==> config.mk <==
export PLATFORM = sky130hd
export DESIGN_NAME = strict_u32_hex_dec_parser_unit_flat
export DESIGN_NICKNAME = d
export VERILOG_FILES = /design/src/design/su32p_pkg.sv /design/src/design/su32p_if.sv /design/src/design/strict_u32_hex_dec_parser_unit.sv /design/src/flat_wrapper.sv
export VERILOG_INCLUDE_DIRS = /design/src /design/src/design
export SDC_FILE = /design/constraint.sdc
export NUM_CORES = 1
export LEC_CHECK = 0
export BUFFER_PORTS_ARGS = -buffer_cell sky130_fd_sc_hd__buf_2
export CAP_MARGIN = 10
export CORE_AREA = 10 10 127 129
export DETAILED_ROUTE_END_ITERATION = 8
export DIE_AREA = 0 0 137 139
export PLACE_DENSITY = 0.61
export SLEW_MARGIN = 20
export SYNTH_ARGS = -nofsm -noshare
export SYNTH_HDL_FRONTEND = slang
export SYNTH_SLANG_ARGS = --single-unit
==> constraint.sdc <==
create_clock -name clk -period 4.5 [get_ports clk]
set_input_delay 0.225 -clock clk [delete_from_list [all_inputs] [get_ports clk]]
set_output_delay 0.225 -clock clk [all_outputs]
set_load 0.01 [all_outputs]
==> src/design/strict_u32_hex_dec_parser_unit_defines.svh <==
// Assertion macros used by the strict unsigned 32-bit parser top-level design file.
`ifndef STRICT_U32_HEX_DEC_PARSER_UNIT_DEFINES_SVH
`define STRICT_U32_HEX_DEC_PARSER_UNIT_DEFINES_SVH

// Same-cycle implication, disabled while reset is asserted.
`define SU32P_ASSERT_IMP(label, clk, rst_n, ante, cons) \
	label: assert property (@(posedge clk) disable iff (!(rst_n)) (ante) |-> (cons)) \
		else $error("parser assertion failed");

// Next-cycle implication, disabled while reset is asserted.
`define SU32P_ASSERT_NXT(label, clk, rst_n, ante, cons) \
	label: assert property (@(posedge clk) disable iff (!(rst_n)) (ante) |=> (cons)) \
		else $error("parser assertion failed");

`endif

==> src/design/su32p_pkg.sv <==
// Package with widths, phase codes, character codes and the digit decoder of the parser.
`timescale 1ns / 1ps
`default_nettype none
package su32p_pkg;

	localparam int CH_W  = 8;
	localparam int ACC_W = 32;
	localparam int DIG_W = 4;
	localparam int PH_W  = 2;

	localparam logic [PH_W-1:0] PH_START = 2'd0;
	localparam logic [PH_W-1:0] PH_ZERO  = 2'd1;
	localparam logic [PH_W-1:0] PH_BODY  = 2'd2;
	localparam logic [PH_W-1:0] PH_FAIL  = 2'd3;

	localparam logic [CH_W-1:0] CH_0     = 8'h30;
	localparam logic [CH_W-1:0] CH_9     = 8'h39;
	localparam logic [CH_W-1:0] CH_LO_A  = 8'h61;
	localparam logic [CH_W-1:0] CH_LO_F  = 8'h66;
	localparam logic [CH_W-1:0] CH_UP_A  = 8'h41;
	localparam logic [CH_W-1:0] CH_UP_F  = 8'h46;
	localparam logic [CH_W-1:0] CH_LO_X  = 8'h78;
	localparam logic [CH_W-1:0] CH_UP_X  = 8'h58;

	typedef struct packed {
		logic             bad;
		logic [DIG_W-1:0] val;
	} digit_t;

	// Decodes one character; letters count as digits only in hex mode.
	function automatic digit_t digit_of(input logic [CH_W-1:0] c, input logic hex);
		digit_t d;
		logic [CH_W-1:0] off;
		d.bad = 1'b1;
		d.val = '0;
		off   = '0;
		if (c >= CH_0 && c <= CH_9) begin
			off   = c - CH_0;
			d.bad = 1'b0;
			d.val = off[DIG_W-1:0];
		end else if (hex && c >= CH_LO_A && c <= CH_LO_F) begin
			off   = c - CH_LO_A + 8'd10;
			d.bad = 1'b0;
			d.val = off[DIG_W-1:0];
		end else if (hex && c >= CH_UP_A && c <= CH_UP_F) begin
			off   = c - CH_UP_A + 8'd10;
			d.bad = 1'b0;
			d.val = off[DIG_W-1:0];
		end
		return d;
	endfunction

endpackage
`default_nettype wire

==> src/design/su32p_if.sv <==
// Valid/ready channel interfaces for character requests and parse results.
`timescale 1ns / 1ps
`default_nettype none
interface su32p_char_if import su32p_pkg::*; ();
	logic            valid;
	logic            ready;
	logic [CH_W-1:0] ch;
	logic            end_of_string;

	modport source (output valid, output ch, output end_of_string, input ready);
	modport sink   (input valid, input ch, input end_of_string, output ready);
endinterface

interface su32p_result_if import su32p_pkg::*; ();
	logic             valid;
	logic             ready;
	logic             ok;
	logic [ACC_W-1:0] value;

	modport source (output valid, output ok, output value, input ready);
	modport sink   (input valid, input ok, input value, output ready);
endinterface
`default_nettype wire

==> src/design/strict_u32_hex_dec_parser_unit.sv <==
// Top level of the streaming strict unsigned 32-bit hex/decimal string parser.
// Each request carries one character, or the end mark of a string; a request is taken
// into an input register and from there updates the 32-bit accumulator in a single
// pass (a 4-bit shift in hex mode, a multiply by ten plus add in decimal mode, with the
// overflow check on the same sum). A new request is accepted every cycle; only an end
// request whose result finds the result register still full waits for it to drain. The
// result (ok, value) is registered as the end request leaves the input register, and
// the parser returns to its start state for the next string.
`timescale 1ns / 1ps
`default_nettype none
`include "strict_u32_hex_dec_parser_unit_defines.svh"
module strict_u32_hex_dec_parser_unit import su32p_pkg::*; (
	input  wire            clk,
	input  wire            arst_n,
	su32p_char_if.sink     char_req,
	su32p_result_if.source result
);

	logic            valid_s1;
	logic [CH_W-1:0] ch_s1;
	logic            end_s1;

	logic [ACC_W-1:0] acc_q, acc_d;
	logic [PH_W-1:0]  phase_q, phase_d;
	logic             hex_q, hex_d;
	logic             saw_q, saw_d;

	logic             res_valid_q;
	logic             res_ok_q;
	logic [ACC_W-1:0] res_value_q;

	logic               advance;
	logic               take_in;
	digit_t             dig;
	logic [ACC_W+3:0]   dec_sum;
	logic               is_x;
	logic               str_ok;

	// An end request may only move on once the result register has room.
	assign advance = valid_s1 && (!end_s1 || !res_valid_q || result.ready);
	assign take_in = char_req.valid && char_req.ready;
	assign char_req.ready = !valid_s1 || advance;

	assign dig  = digit_of(ch_s1, hex_q);
	assign is_x = (ch_s1 == CH_LO_X) || (ch_s1 == CH_UP_X);
	assign dec_sum = ({4'd0, acc_q} << 3) + ({4'd0, acc_q} << 1)
		+ {{(ACC_W){1'b0}}, dig.val};
	assign str_ok = (phase_q != PH_FAIL) && saw_q;

	always_comb begin
		acc_d   = acc_q;
		phase_d = phase_q;
		hex_d   = hex_q;
		saw_d   = saw_q;
		priority if (end_s1) begin
			acc_d   = '0;
			phase_d = PH_START;
			hex_d   = 1'b0;
			saw_d   = 1'b0;
		end else if (phase_q == PH_FAIL) begin
			phase_d = PH_FAIL;
		end else if (phase_q == PH_ZERO && is_x) begin
			acc_d   = '0;
			phase_d = PH_BODY;
			hex_d   = 1'b1;
			saw_d   = 1'b0;
		end else if (dig.bad) begin
			phase_d = PH_FAIL;
		end else if (hex_q) begin
			if (acc_q[ACC_W-1 -: DIG_W] != '0) begin
				phase_d = PH_FAIL;
			end else begin
				acc_d   = {acc_q[ACC_W-DIG_W-1:0], dig.val};
				saw_d   = 1'b1;
				phase_d = PH_BODY;
			end
		end else begin
			// Anything above 32 bits in the sum covers both the multiply and the add overflow.
			if (dec_sum[ACC_W+3:ACC_W] != '0) begin
				phase_d = PH_FAIL;
			end else begin
				acc_d   = dec_sum[ACC_W-1:0];
				saw_d   = 1'b1;
				phase_d = (phase_q == PH_START && ch_s1 == CH_0) ? PH_ZERO : PH_BODY;
			end
		end
	end

	always_ff @(posedge clk or negedge arst_n) begin
		if (!arst_n) begin
			valid_s1 <= 1'b0;
		end else if (char_req.ready) begin
			valid_s1 <= take_in;
		end
	end

	always_ff @(posedge clk) begin
		if (take_in) begin
			ch_s1  <= char_req.ch;
			end_s1 <= char_req.end_of_string;
		end
	end

	always_ff @(posedge clk or negedge arst_n) begin
		if (!arst_n) begin
			acc_q   <= '0;
			phase_q <= PH_START;
			hex_q   <= 1'b0;
			saw_q   <= 1'b0;
		end else if (advance) begin
			acc_q   <= acc_d;
			phase_q <= phase_d;
			hex_q   <= hex_d;
			saw_q   <= saw_d;
		end
	end

	always_ff @(posedge clk or negedge arst_n) begin
		if (!arst_n) begin
			res_valid_q <= 1'b0;
		end else if (advance && end_s1) begin
			res_valid_q <= 1'b1;
		end else if (result.ready) begin
			res_valid_q <= 1'b0;
		end
	end

	always_ff @(posedge clk) begin
		if (advance && end_s1) begin
			res_ok_q    <= str_ok;
			res_value_q <= str_ok ? acc_q : '0;
		end
	end

	assign result.valid = res_valid_q;
	assign result.ok    = res_ok_q;
	assign result.value = res_value_q;

	`SU32P_ASSERT_IMP(a_fail_value_zero, clk, arst_n, result.valid && !result.ok, result.value == '0)
	`SU32P_ASSERT_IMP(a_start_clean, clk, arst_n, phase_q == PH_START, acc_q == '0 && !saw_q && !hex_q)
	`SU32P_ASSERT_IMP(a_zero_decimal, clk, arst_n, phase_q == PH_ZERO, acc_q == '0 && saw_q && !hex_q)
	`SU32P_ASSERT_IMP(a_hex_in_body, clk, arst_n, hex_q, phase_q == PH_BODY || phase_q == PH_FAIL)
	`SU32P_ASSERT_NXT(a_end_resets, clk, arst_n, advance && end_s1, phase_q == PH_START && result.valid)

endmodule
`default_nettype wire
==> src/flat_wrapper.sv <==
// flat-port wrapper written by rule: the top's interface ports become plain ports
module strict_u32_hex_dec_parser_unit_flat import su32p_pkg::*;
  (clk, arst_n, char_req_valid, char_req_ch, char_req_end_of_string, char_req_ready, result_valid, result_ok, result_value, result_ready);
  su32p_char_if char_req_i ();
  su32p_result_if result_i ();
  input  wire clk;
  input  wire arst_n;
  input wire logic [$bits(char_req_i.valid)-1:0] char_req_valid;
  input wire logic [$bits(char_req_i.ch)-1:0] char_req_ch;
  input wire logic [$bits(char_req_i.end_of_string)-1:0] char_req_end_of_string;
  output wire logic [$bits(char_req_i.ready)-1:0] char_req_ready;
  output wire logic [$bits(result_i.valid)-1:0] result_valid;
  output wire logic [$bits(result_i.ok)-1:0] result_ok;
  output wire logic [$bits(result_i.value)-1:0] result_value;
  input wire logic [$bits(result_i.ready)-1:0] result_ready;
  assign char_req_i.valid = char_req_valid;
  assign char_req_i.ch = char_req_ch;
  assign char_req_i.end_of_string = char_req_end_of_string;
  assign char_req_ready = char_req_i.ready;
  assign result_valid = result_i.valid;
  assign result_ok = result_i.ok;
  assign result_value = result_i.value;
  assign result_i.ready = result_ready;
  strict_u32_hex_dec_parser_unit u_core (.clk(clk), .arst_n(arst_n), .char_req(char_req_i), .result(result_i));
endmodule
* Yosys cells after proc, flatten, opt, wreduce, memory -nomap -nowiden
Index checks and enable logic that the tools add are counted.
** Word-level totals
- Register bits :: 80
- Input bits :: 13
- Output and inout port bits :: 35
- Logic and storage cells :: 88
** Cells by class
- $add $sub $neg :: 7
- $lt $le $gt $ge :: 6
- Equal/unequal tests :: 10
- Mux-type cells :: 30
- Reduce and logical (&&, ||, !) cells :: 25
** Operators with widths (count)
- $mux 32 :: 7
- $add 35x33->36 :: 1
- $add 36x4->36 :: 1
- $eq 8x7->1 const B :: 2
- $ge 8x7->1 const B :: 2
- $le 8x7->1 const B :: 2
- $mux 5 :: 3
- $mux 2 :: 7
- $mux 1 :: 13
- $sub 4x1->4 const B :: 3
- $logic_and 1x1->1 :: 11
- $add 4x4->4 const B :: 2
- $eq 8x6->1 const B :: 1
- $ge 8x6->1 const B :: 1
- $le 8x6->1 const B :: 1
- $reduce_bool 4->1 :: 2
- $reduce_and 5->1 :: 1
- $logic_or 1x1->1 :: 4
- $ne 4x1->1 const B :: 1
- $ne 4x3->1 const B :: 1
- $reduce_bool 2->1 :: 2
- $logic_not 1->1 :: 3
- $ne 3x2->1 const B :: 1
- $reduce_and 3->1 :: 1
- 5 further kinds :: 5

* Longest topological paths before layout
Gate-level depths: netlist of run 1.
- Depth in word-level cells :: 14
- Mapped depth :: 21

* Least setup slack after synthesis of run 1
No wires, ideal clock.
- Path kind :: reg-to-reg
- Start :: reg u_core.ch_s1[0]
- End :: reg u_core.acc_q[14]
- Data arrival time :: 4.492 ns
- Required time :: 4.379 ns
- Path slack :: -0.113 ns
- Cell stages (with the launch flop) :: 22
- Cells stage by stage :: edfxtp_1 > inv_1 > ha_1 > nor3b_1 > a31oi_1 > and3_1 > nor2b_1 > o21ai_0 > o21ai_0 > ha_1 > ha_1 > fa_1 > a21o_1 > a221oi_2 > o2111ai_2 > nand4_1 > nand3_1 > xor2_1 > o41ai_4 > a21oi_2 > buf_6 > o2bb2ai_2
** Between the ends
- Cells in the longest elaborated chain, start to end :: 13
- Elaborated cells on any way between the ends :: 35
- Classes of those cells :: add/sub: 6; order compare: 6; eq/ne: 5; mux: 9; reduce/logical: 9
** RTL lines
- from (decl) :: line strict_u32_hex_dec_parser_unit.sv:20 : logic [CH_W-1:0] ch_s1;
- from (signal assigned) :: line strict_u32_hex_dec_parser_unit.sv:99 : ch_s1 <= char_req.ch;
- branches (longest 13 deep; another with $add 36x4->36)
- to (signal assigned) :: line strict_u32_hex_dec_parser_unit.sv:106 : acc_q <= '0;
- to (signal assigned) :: line strict_u32_hex_dec_parser_unit.sv:111 : acc_q <= acc_d;
- to (decl) :: line strict_u32_hex_dec_parser_unit.sv:23 : logic [ACC_W-1:0] acc_q, acc_d;
Parallel ways; which one is timed is not known. The select of a mux whose other input is x is not followed.
A chain may end at the register's enable or synchronous reset.

* Worst setup path in the final report of run 1
- Start :: reg u_core.ch_s1[0]
- End :: reg u_core.acc_q[18]
The elaborated chain is that of the path after synthesis.

==> results of run 1 <==
==> final cells by class <==
class                      instances  area (um^2)  share of cell area, %
inverter                          12         45.0                  0.629
sequential                        80         2210                   30.9
clock inverter                     2         10.0                  0.140
clock buffer                      12          236                   3.30
multi-input combinational        457         3740                   52.2
tap                              180          225                   3.15
timing repair buffer              90          689                   9.63
==> flip-flops by register name, indices dropped and copies added, names as in the netlist, 2 cells and up <==
name	flops
u_core.acc_q	32
u_core.result.value	32
u_core.phase_q	2
u_core.ch_s1	8
==> metal layers <==
layer  part of all wire (%)  up-vias  track usage, %  routed length [um]
met5                      0        -               0                   0
met4                    2.6        0            5.77                 396
met3                    4.1       35            3.33                 607
met2                     47      105            25.4                7000
met1                     47     2307            20.6                6970
li1                       -     2354               -                   -
==> per-stage QoR <==
stage	total power [mW]	hold WS, ns
2_1_floorplan	0.882	-0.0706
3_5_place_dp	0.939	0.403
5_1_grt	1.64	0.0369
3_3_place_gp	0.935	0.389
4_1_cts	1.58	0.0361
6_report	1.57	0.0132
==> critical path, cell delays in order, from the launching register on <==
cell,delay [ns]
edfxtp_1,0.44
ha_1,0.26
buf_4,0.14
o21bai_1,0.16
a21oi_2,0.09
buf_4,0.14
o21ai_0,0.14
o21ai_1,0.11
ha_1,0.34
ha_4,0.18
fa_2,0.33
a21o_1,0.23
a221oi_4,0.32
o311a_1,0.26
a211oi_4,0.11
o21ai_2,0.19
a21oi_4,0.09
o41ai_4,0.31
buf_4,0.19
nand3_4,0.21
clkbuf_16,0.27
o2bb2ai_2,0.12
==> cell usage after synthesis (3+ instances only) <==
library cell and number:
o2bb2ai_2 30, dfrtp_1 38, nor2_1 37, nor2b_1 4
a31oi_1 6, xnor2_1 12, o21bai_1 5, o22ai_1 3
a21o_1 18, mux2i_1 11, a21oi_1 57, nand2_1 38
and2_1 3, nor3_1 6, clkbuf_1 17, a21oi_2 4
ha_1 67, o21ai_0 26, and3_1 34, o21ai_1 5
edfxtp_1 42, nand2b_1 4, nand4_1 12, nand3_1 7
buf_6 6, buf_2 9, o211ai_1 5, xor2_1 16
a211oi_1 4, nor4_1 5, inv_1 12
==> kinds of logic (layout without fill, tap and decap cells) <==
| logic type | count (synthesis) | after routing |
|---|---|---|
| compound gates | 187 | 187 |
| xor+xnor | 28 | 28 |
| fa+ha+maj | 69 | 69 |
| buf+inv | 45 | 116 |
| flops | 80 | 80 |
| mux | 11 | 11 |
| simple gates | 162 | 162 |
==> timing repair <==
item,CTS,global route
hold endpoints to repair,0,0
pin swaps,12,11
setup endpoints to repair,34,35
setup buffers,6,4
resized for setup,18,12
gates cloned,2,1
==> placed cells by master, fill, tap and decap left out, types with 15 or more instances in the layout <==
master	n
o2bb2ai_2	29
a21oi_1	54
nand2_1	38
xor2_1	15
ha_1	64
dfrtp_1	38
a21o_1	18
nor2_1	34
buf_4	34
o21ai_0	23
and3_1	33
buf_2	47
edfxtp_1	42
==> worst paths after layout <==
| kind | end | depth (start not counted) |
|---|---|---|
| max | u_core.acc_q[18] | 21 |
| min | u_core.acc_q[19] | 1 |
| max reg2reg | u_core.acc_q[18] | 21 |
| min reg2reg | u_core.result.valid | 2 |
| max in group asynchronous | u_core.acc_q[16] | 1 |
| min in group clk | u_core.ch_s1[2] | 1 |
==> power breakdown <==
group          internal (mW)  switching (mW)  total (mW)
Combinational         0.0447          0.0786       0.123
Sequential             0.795          0.0133       0.809
Clock                  0.366           0.274       0.640
==> results.json, run 1 <==
{
  "final-setup-viol-count": 32,
  "grt-ovfl-total": 0,
  "nets": 732,
  "ant_nets": 0,
  "post_dp_cell_area_um2": 6580,
  "grt_max_degree": 45,
  "cp.arrival_ns": 4.98,
  "required_ns": 4.78,
  "vias_per_cell": 5.76,
  "synth_seq_cells": 80,
  "syn_nets": 664,
  "fp.dieH_um": 139,
  "syn_inst": 582,
  "clk_pin_slew_ns": 0.06,
  "antenna_found_initial": 0,
  "cts_buffers": 9,
  "final_cell_area_um2": 7160,
  "synthXorXnorAreaFrac_pct": 4.09,
  "regToRegStartpoint": "u_core.ch_s1[0]",
  "core_um2": 13700,
  "crit_type": "reg2reg",
  "drv_slew": 0,
  "instances_no_fill": 833,
  "cts_tree": "done",
  "rows": 43,
  "drc_errors": 0,
  "synthMuxAreaShare_pct": 1.83,
  "h-tree-depth": 3,
  "synthAdderAreaFrac_pct": 14.6,
  "grt_pass1_wl_um": 24600,
  "synth_edf_count": 42,
  "syn_avg_cell_area_um2": 10.3,
  "drive_above_1_share_pct": 25.4,
  "portBuffers": 47,
  "start_kind": "flip-flop",
  "fillerInstances": 1261,
  "yosysTopAreaCellShare_pct": 21.0,
  "dp_slack_ns": -0.276,
  "synth_top_area_cell": "edfxtp_1",
  "fp.dieArea_um2": 19000,
  "wl_per_cell_um": 18.0,
  "cts_root_buf": "clkbuf_16",
  "violations": "negative setup slack",
  "synth-compound-area-share_pct": 24.7,
  "synthArstFlopShare_pct": 47.5,
  "power_density_nw_per_um2": 220,
  "num_vias": 4801,
  "rsz0062_at_grt": "yes",
  "firstDrtPassIters": 5,
  "fin_crit_ns": 4.71,
  "r2r_slack_ns": -0.21,
  "synth.area.top_cells": "edfxtp_1 (21%), dfrtp_1 (16%), ha_1 (14%)",
  "finalWirelength_um": 15000,
  "num_antenna_cells": 0,
  "endpoint_kind": "flip-flop",
  "max_cap_viol_count": 0,
  "holdBufCountCts": 0,
  "syn_area_um2": 6000,
  "track_usage_pct": 15.9,
  "io_pins": 48,
  "max_slew_margin_pct": 29.3,
  "synthSimpleGateAreaFrac_pct": 14.1,
  "ir_drop_uv": 175,
  "dp_hpwl_um": 10600,
  "crit_path_start": "u_core.ch_s1[0]",
  "synth_ff_type": "edfxtp_1",
  "hold_viol": 0,
  "clock-sinks": 80,
  "area_delta_synth_final_pct": 19.2,
  "clock.fmax_ghz": 0.213,
  "fin_worst_skew_ns": 0.00921,
  "die-width_um": 137,
  "placedCellCount": 805,
  "start_util_pct": 43.9,
  "yosys_warnings": 0,
  "gp_congestion": 0.915,
  "yosysSeqAreaShare_pct": 36.9,
  "final_util_pct": 52.4,
  "clock_latency_ns": 0.35,
  "drt_iter0_markers": 360,
  "clk_path_buf_depth": 2,
  "ys_types": 61,
  "worstMarginPinSlew_ns": 1.06,
  "timing.final.ws_setup_ns": -0.206,
  "setup_tns_ns": -5.76,
  "grt_pass1_vias": 4882,
  "synth_top_family_by_area": "compound AO/OA/AOI/OAI gates",
  "critPathMaxFanout": 7,
  "leakage_nw": 3.38,
  "hp-class": "in2async",
  "fin_crit_sh_pct": 105,
  "outcome": "finished, violations left"
}
Note: power is estimated with default switching activity, not from simulation.
==> run 2: changes to the inputs <==
SKIP_LAST_GASP = 1   (was default)
==> run 2 against run 1 <==
- the flow still finishes with violations (negative setup slack)
- sequential cell count stayed put
- fmax is 1.0% lower
- critical path depth stayed put
- clock power hardly changed
- register-to-register slack worse by 0.05 ns
- combinational power is 5% higher
- sequential power hardly changed
- core utilization is 1.4 points higher
- setup slack worse by 0.049 ns
- critical endpoint is now u_core.acc_q[19]
- largest cell class unchanged
==> results.json, run 2 (synthesized netlist as in run 1, its figures left out) <==
{
  "outcome": "finished, violations left",
  "violations": "negative setup slack",
  "ant_nets": 0,
  "regToRegStartpoint": "u_core.ch_s1[0]",
  "holdBufCountCts": 0,
  "max_cap_viol_count": 0,
  "core_um2": 13700,
  "seq_area_um2": 2210,
  "layout_commonest_cell": "ha_1",
  "setup_tns_ns": -6.68,
  "grt_pass1_wl_um": 24600,
  "mostFrequentLayoutCells": "ha_1 (63), a21oi_1 (54), buf_2 (47), edfxtp_1 (42)",
  "crit_family": "compound AO/OA/AOI/OAI gates",
  "drive_above_1_share_pct": 26.1,
  "timing.final.ws_setup_ns": -0.254,
  "drv_slew": 0,
  "p_total_mw": 1.58,
  "worst_path_max_delay_cell": "fa_1",
  "h-tree-depth": 3,
  "instances_no_fill": 836,
  "leakage_nw": 3.43,
  "nets": 735,
  "grt-ovfl-total": 0,
  "required_ns": 4.78,
  "post_dp_cell_area_um2": 6580,
  "worstMarginPinSlew_ns": 1.06,
  "num_antenna_cells": 0,
  "max_slew_margin_pct": 29.1,
  "crit_type": "reg2reg",
  "reg2reg_to": "u_core.acc_q[19]",
  "fin_crit_sh_pct": 106,
  "finalWirelength_um": 15200,
  "cpPeakStageDelay_ns": 0.45,
  "num_vias": 4841,
  "placedCellCount": 805,
  "multi_input_area_um2": 3900,
  "final_cell_area_um2": 7340,
  "vias_per_cell": 5.79,
  "critPathMaxFanout": 7,
  "ir_drop_uv": 175,
  "ff2ff_path_depth": 21,
  "drt_iter0_markers": 392,
  "final-setup-viol-count": 33,
  "fin_crit_ns": 4.75,
  "cts_buffers": 9,
  "firstDrtPassIters": 5,
  "cp.arrival_ns": 5.03,
  "track_usage_pct": 15.9,
  "fin_worst_skew_ns": 0.00934,
  "grt_pass1_vias": 4883,
  "clock_latency_ns": 0.35,
  "power_density_nw_per_um2": 215,
  "clk_pin_slew_ns": 0.06,
  "die-width_um": 137,
  "clock-sinks": 80,
  "fp.dieArea_um2": 19000,
  "cts_root_buf": "clkbuf_16",
  "wl_per_cell_um": 18.1,
  "grt_max_degree": 45,
  "fp.dieH_um": 139,
  "rows": 43,
  "drc_errors": 0,
  "portBuffers": 47,
  "r2r_slack_ns": -0.25,
  "cts_tree": "done",
  "area_delta_synth_final_pct": 22.3,
  "io_pins": 48,
  "critPathBufInv": 4,
  "endpoint_kind": "flip-flop",
  "dp_hpwl_um": 10600,
  "gp_congestion": 0.915,
  "crit_path_start": "u_core.ch_s1[0]",
  "path_cells": "inv_2 -> ha_4 -> nor3b_2 -> a31oi_1 -> and3_4 -> nor2_4 -> nor2_2 -> fa_1 -> buf_6 -> fa_2 -> a21o_1 -> a221oi_4 -> o311a_1 -> a211oi_4 -> o21ai_2 -> a21oi_4 -> o41ai_4 -> buf_4 -> nand3_4 -> clkbuf_16 -> o2bb2ai_2",
  "rsz0062_at_grt": "yes",
  "final_util_pct": 53.7,
  "fillerInstances": 1244,
  "clk_path_buf_depth": 2,
  "hold_viol": 0,
  "start_util_pct": 43.9,
  "whs_ns": 0.0127,
  "antenna_found_initial": 0,
  "start_kind": "flip-flop",
  "clock.fmax_ghz": 0.210,
  "dp_slack_ns": -0.276,
  "hp-class": "in2async"
}
-- run 2: repair_timing --
item	CTS	global route
pin swaps	6	34
setup buffers	6	7
resized for setup	17	30
endpoints found under the setup margin	34	35
cloned	2	1
-- run 2: final cells by class --
cell class / instances / share of cell area [%]
clock inverter: 2 / 0.136
multi-input combinational: 457 / 53.1
clock buffer: 12 / 3.22
inverter: 12 / 0.614
timing repair buffer: 93 / 9.75
sequential: 80 / 30.1
tap: 180 / 3.07
-- run 2: how the worst max path moves through the flow --
stage | end | slack [ns] | cells after the start
floorplan | u_core.acc_q[14] | 0.02 | 21
global placement | u_core.acc_q[0] | -0.14 | 22
detailed placement | u_core.acc_q[0] | -0.28 | 22
CTS | u_core.acc_q[3] | -0.13 | 21
global route | u_core.acc_q[19] | -0.46 | 21
finish | u_core.acc_q[19] | -0.25 | 21
-- run 2: where the power goes --
| part | switching [mW] | leakage, nW | internal, mW | total [mW] |
|---|---|---|---|---|
| registers | 0.0134 | 0.930 | 0.795 | 0.809 |
| clock network | 0.277 | 0.122 | 0.365 | 0.642 |
| logic | 0.0827 | 2.38 | 0.0463 | 0.129 |
-- run 2: worst reg2reg max path: stages (launching register included) --
cell and delay (ns):
edfxtp_1 0.41, inv_2 0.09, ha_4 0.17, nor3b_2 0.14
a31oi_1 0.16, and3_4 0.24, nor2_4 0.04, nor2_2 0.14
fa_1 0.45, buf_6 0.14, fa_2 0.35, a21o_1 0.23
a221oi_4 0.32, o311a_1 0.26, a211oi_4 0.10, o21ai_2 0.21
a21oi_4 0.09, o41ai_4 0.31, buf_4 0.19, nand3_4 0.21
clkbuf_16 0.27, o2bb2ai_2 0.14
-- run 2: routing by layer --
layer	track usage, %	share of wire, %	up-vias
met5	0	0	-
met4	5.77	2.5	0
met3	3.33	4.6	31
met2	25.4	47	116
met1	20.6	46	2342
li1	-	-	2352
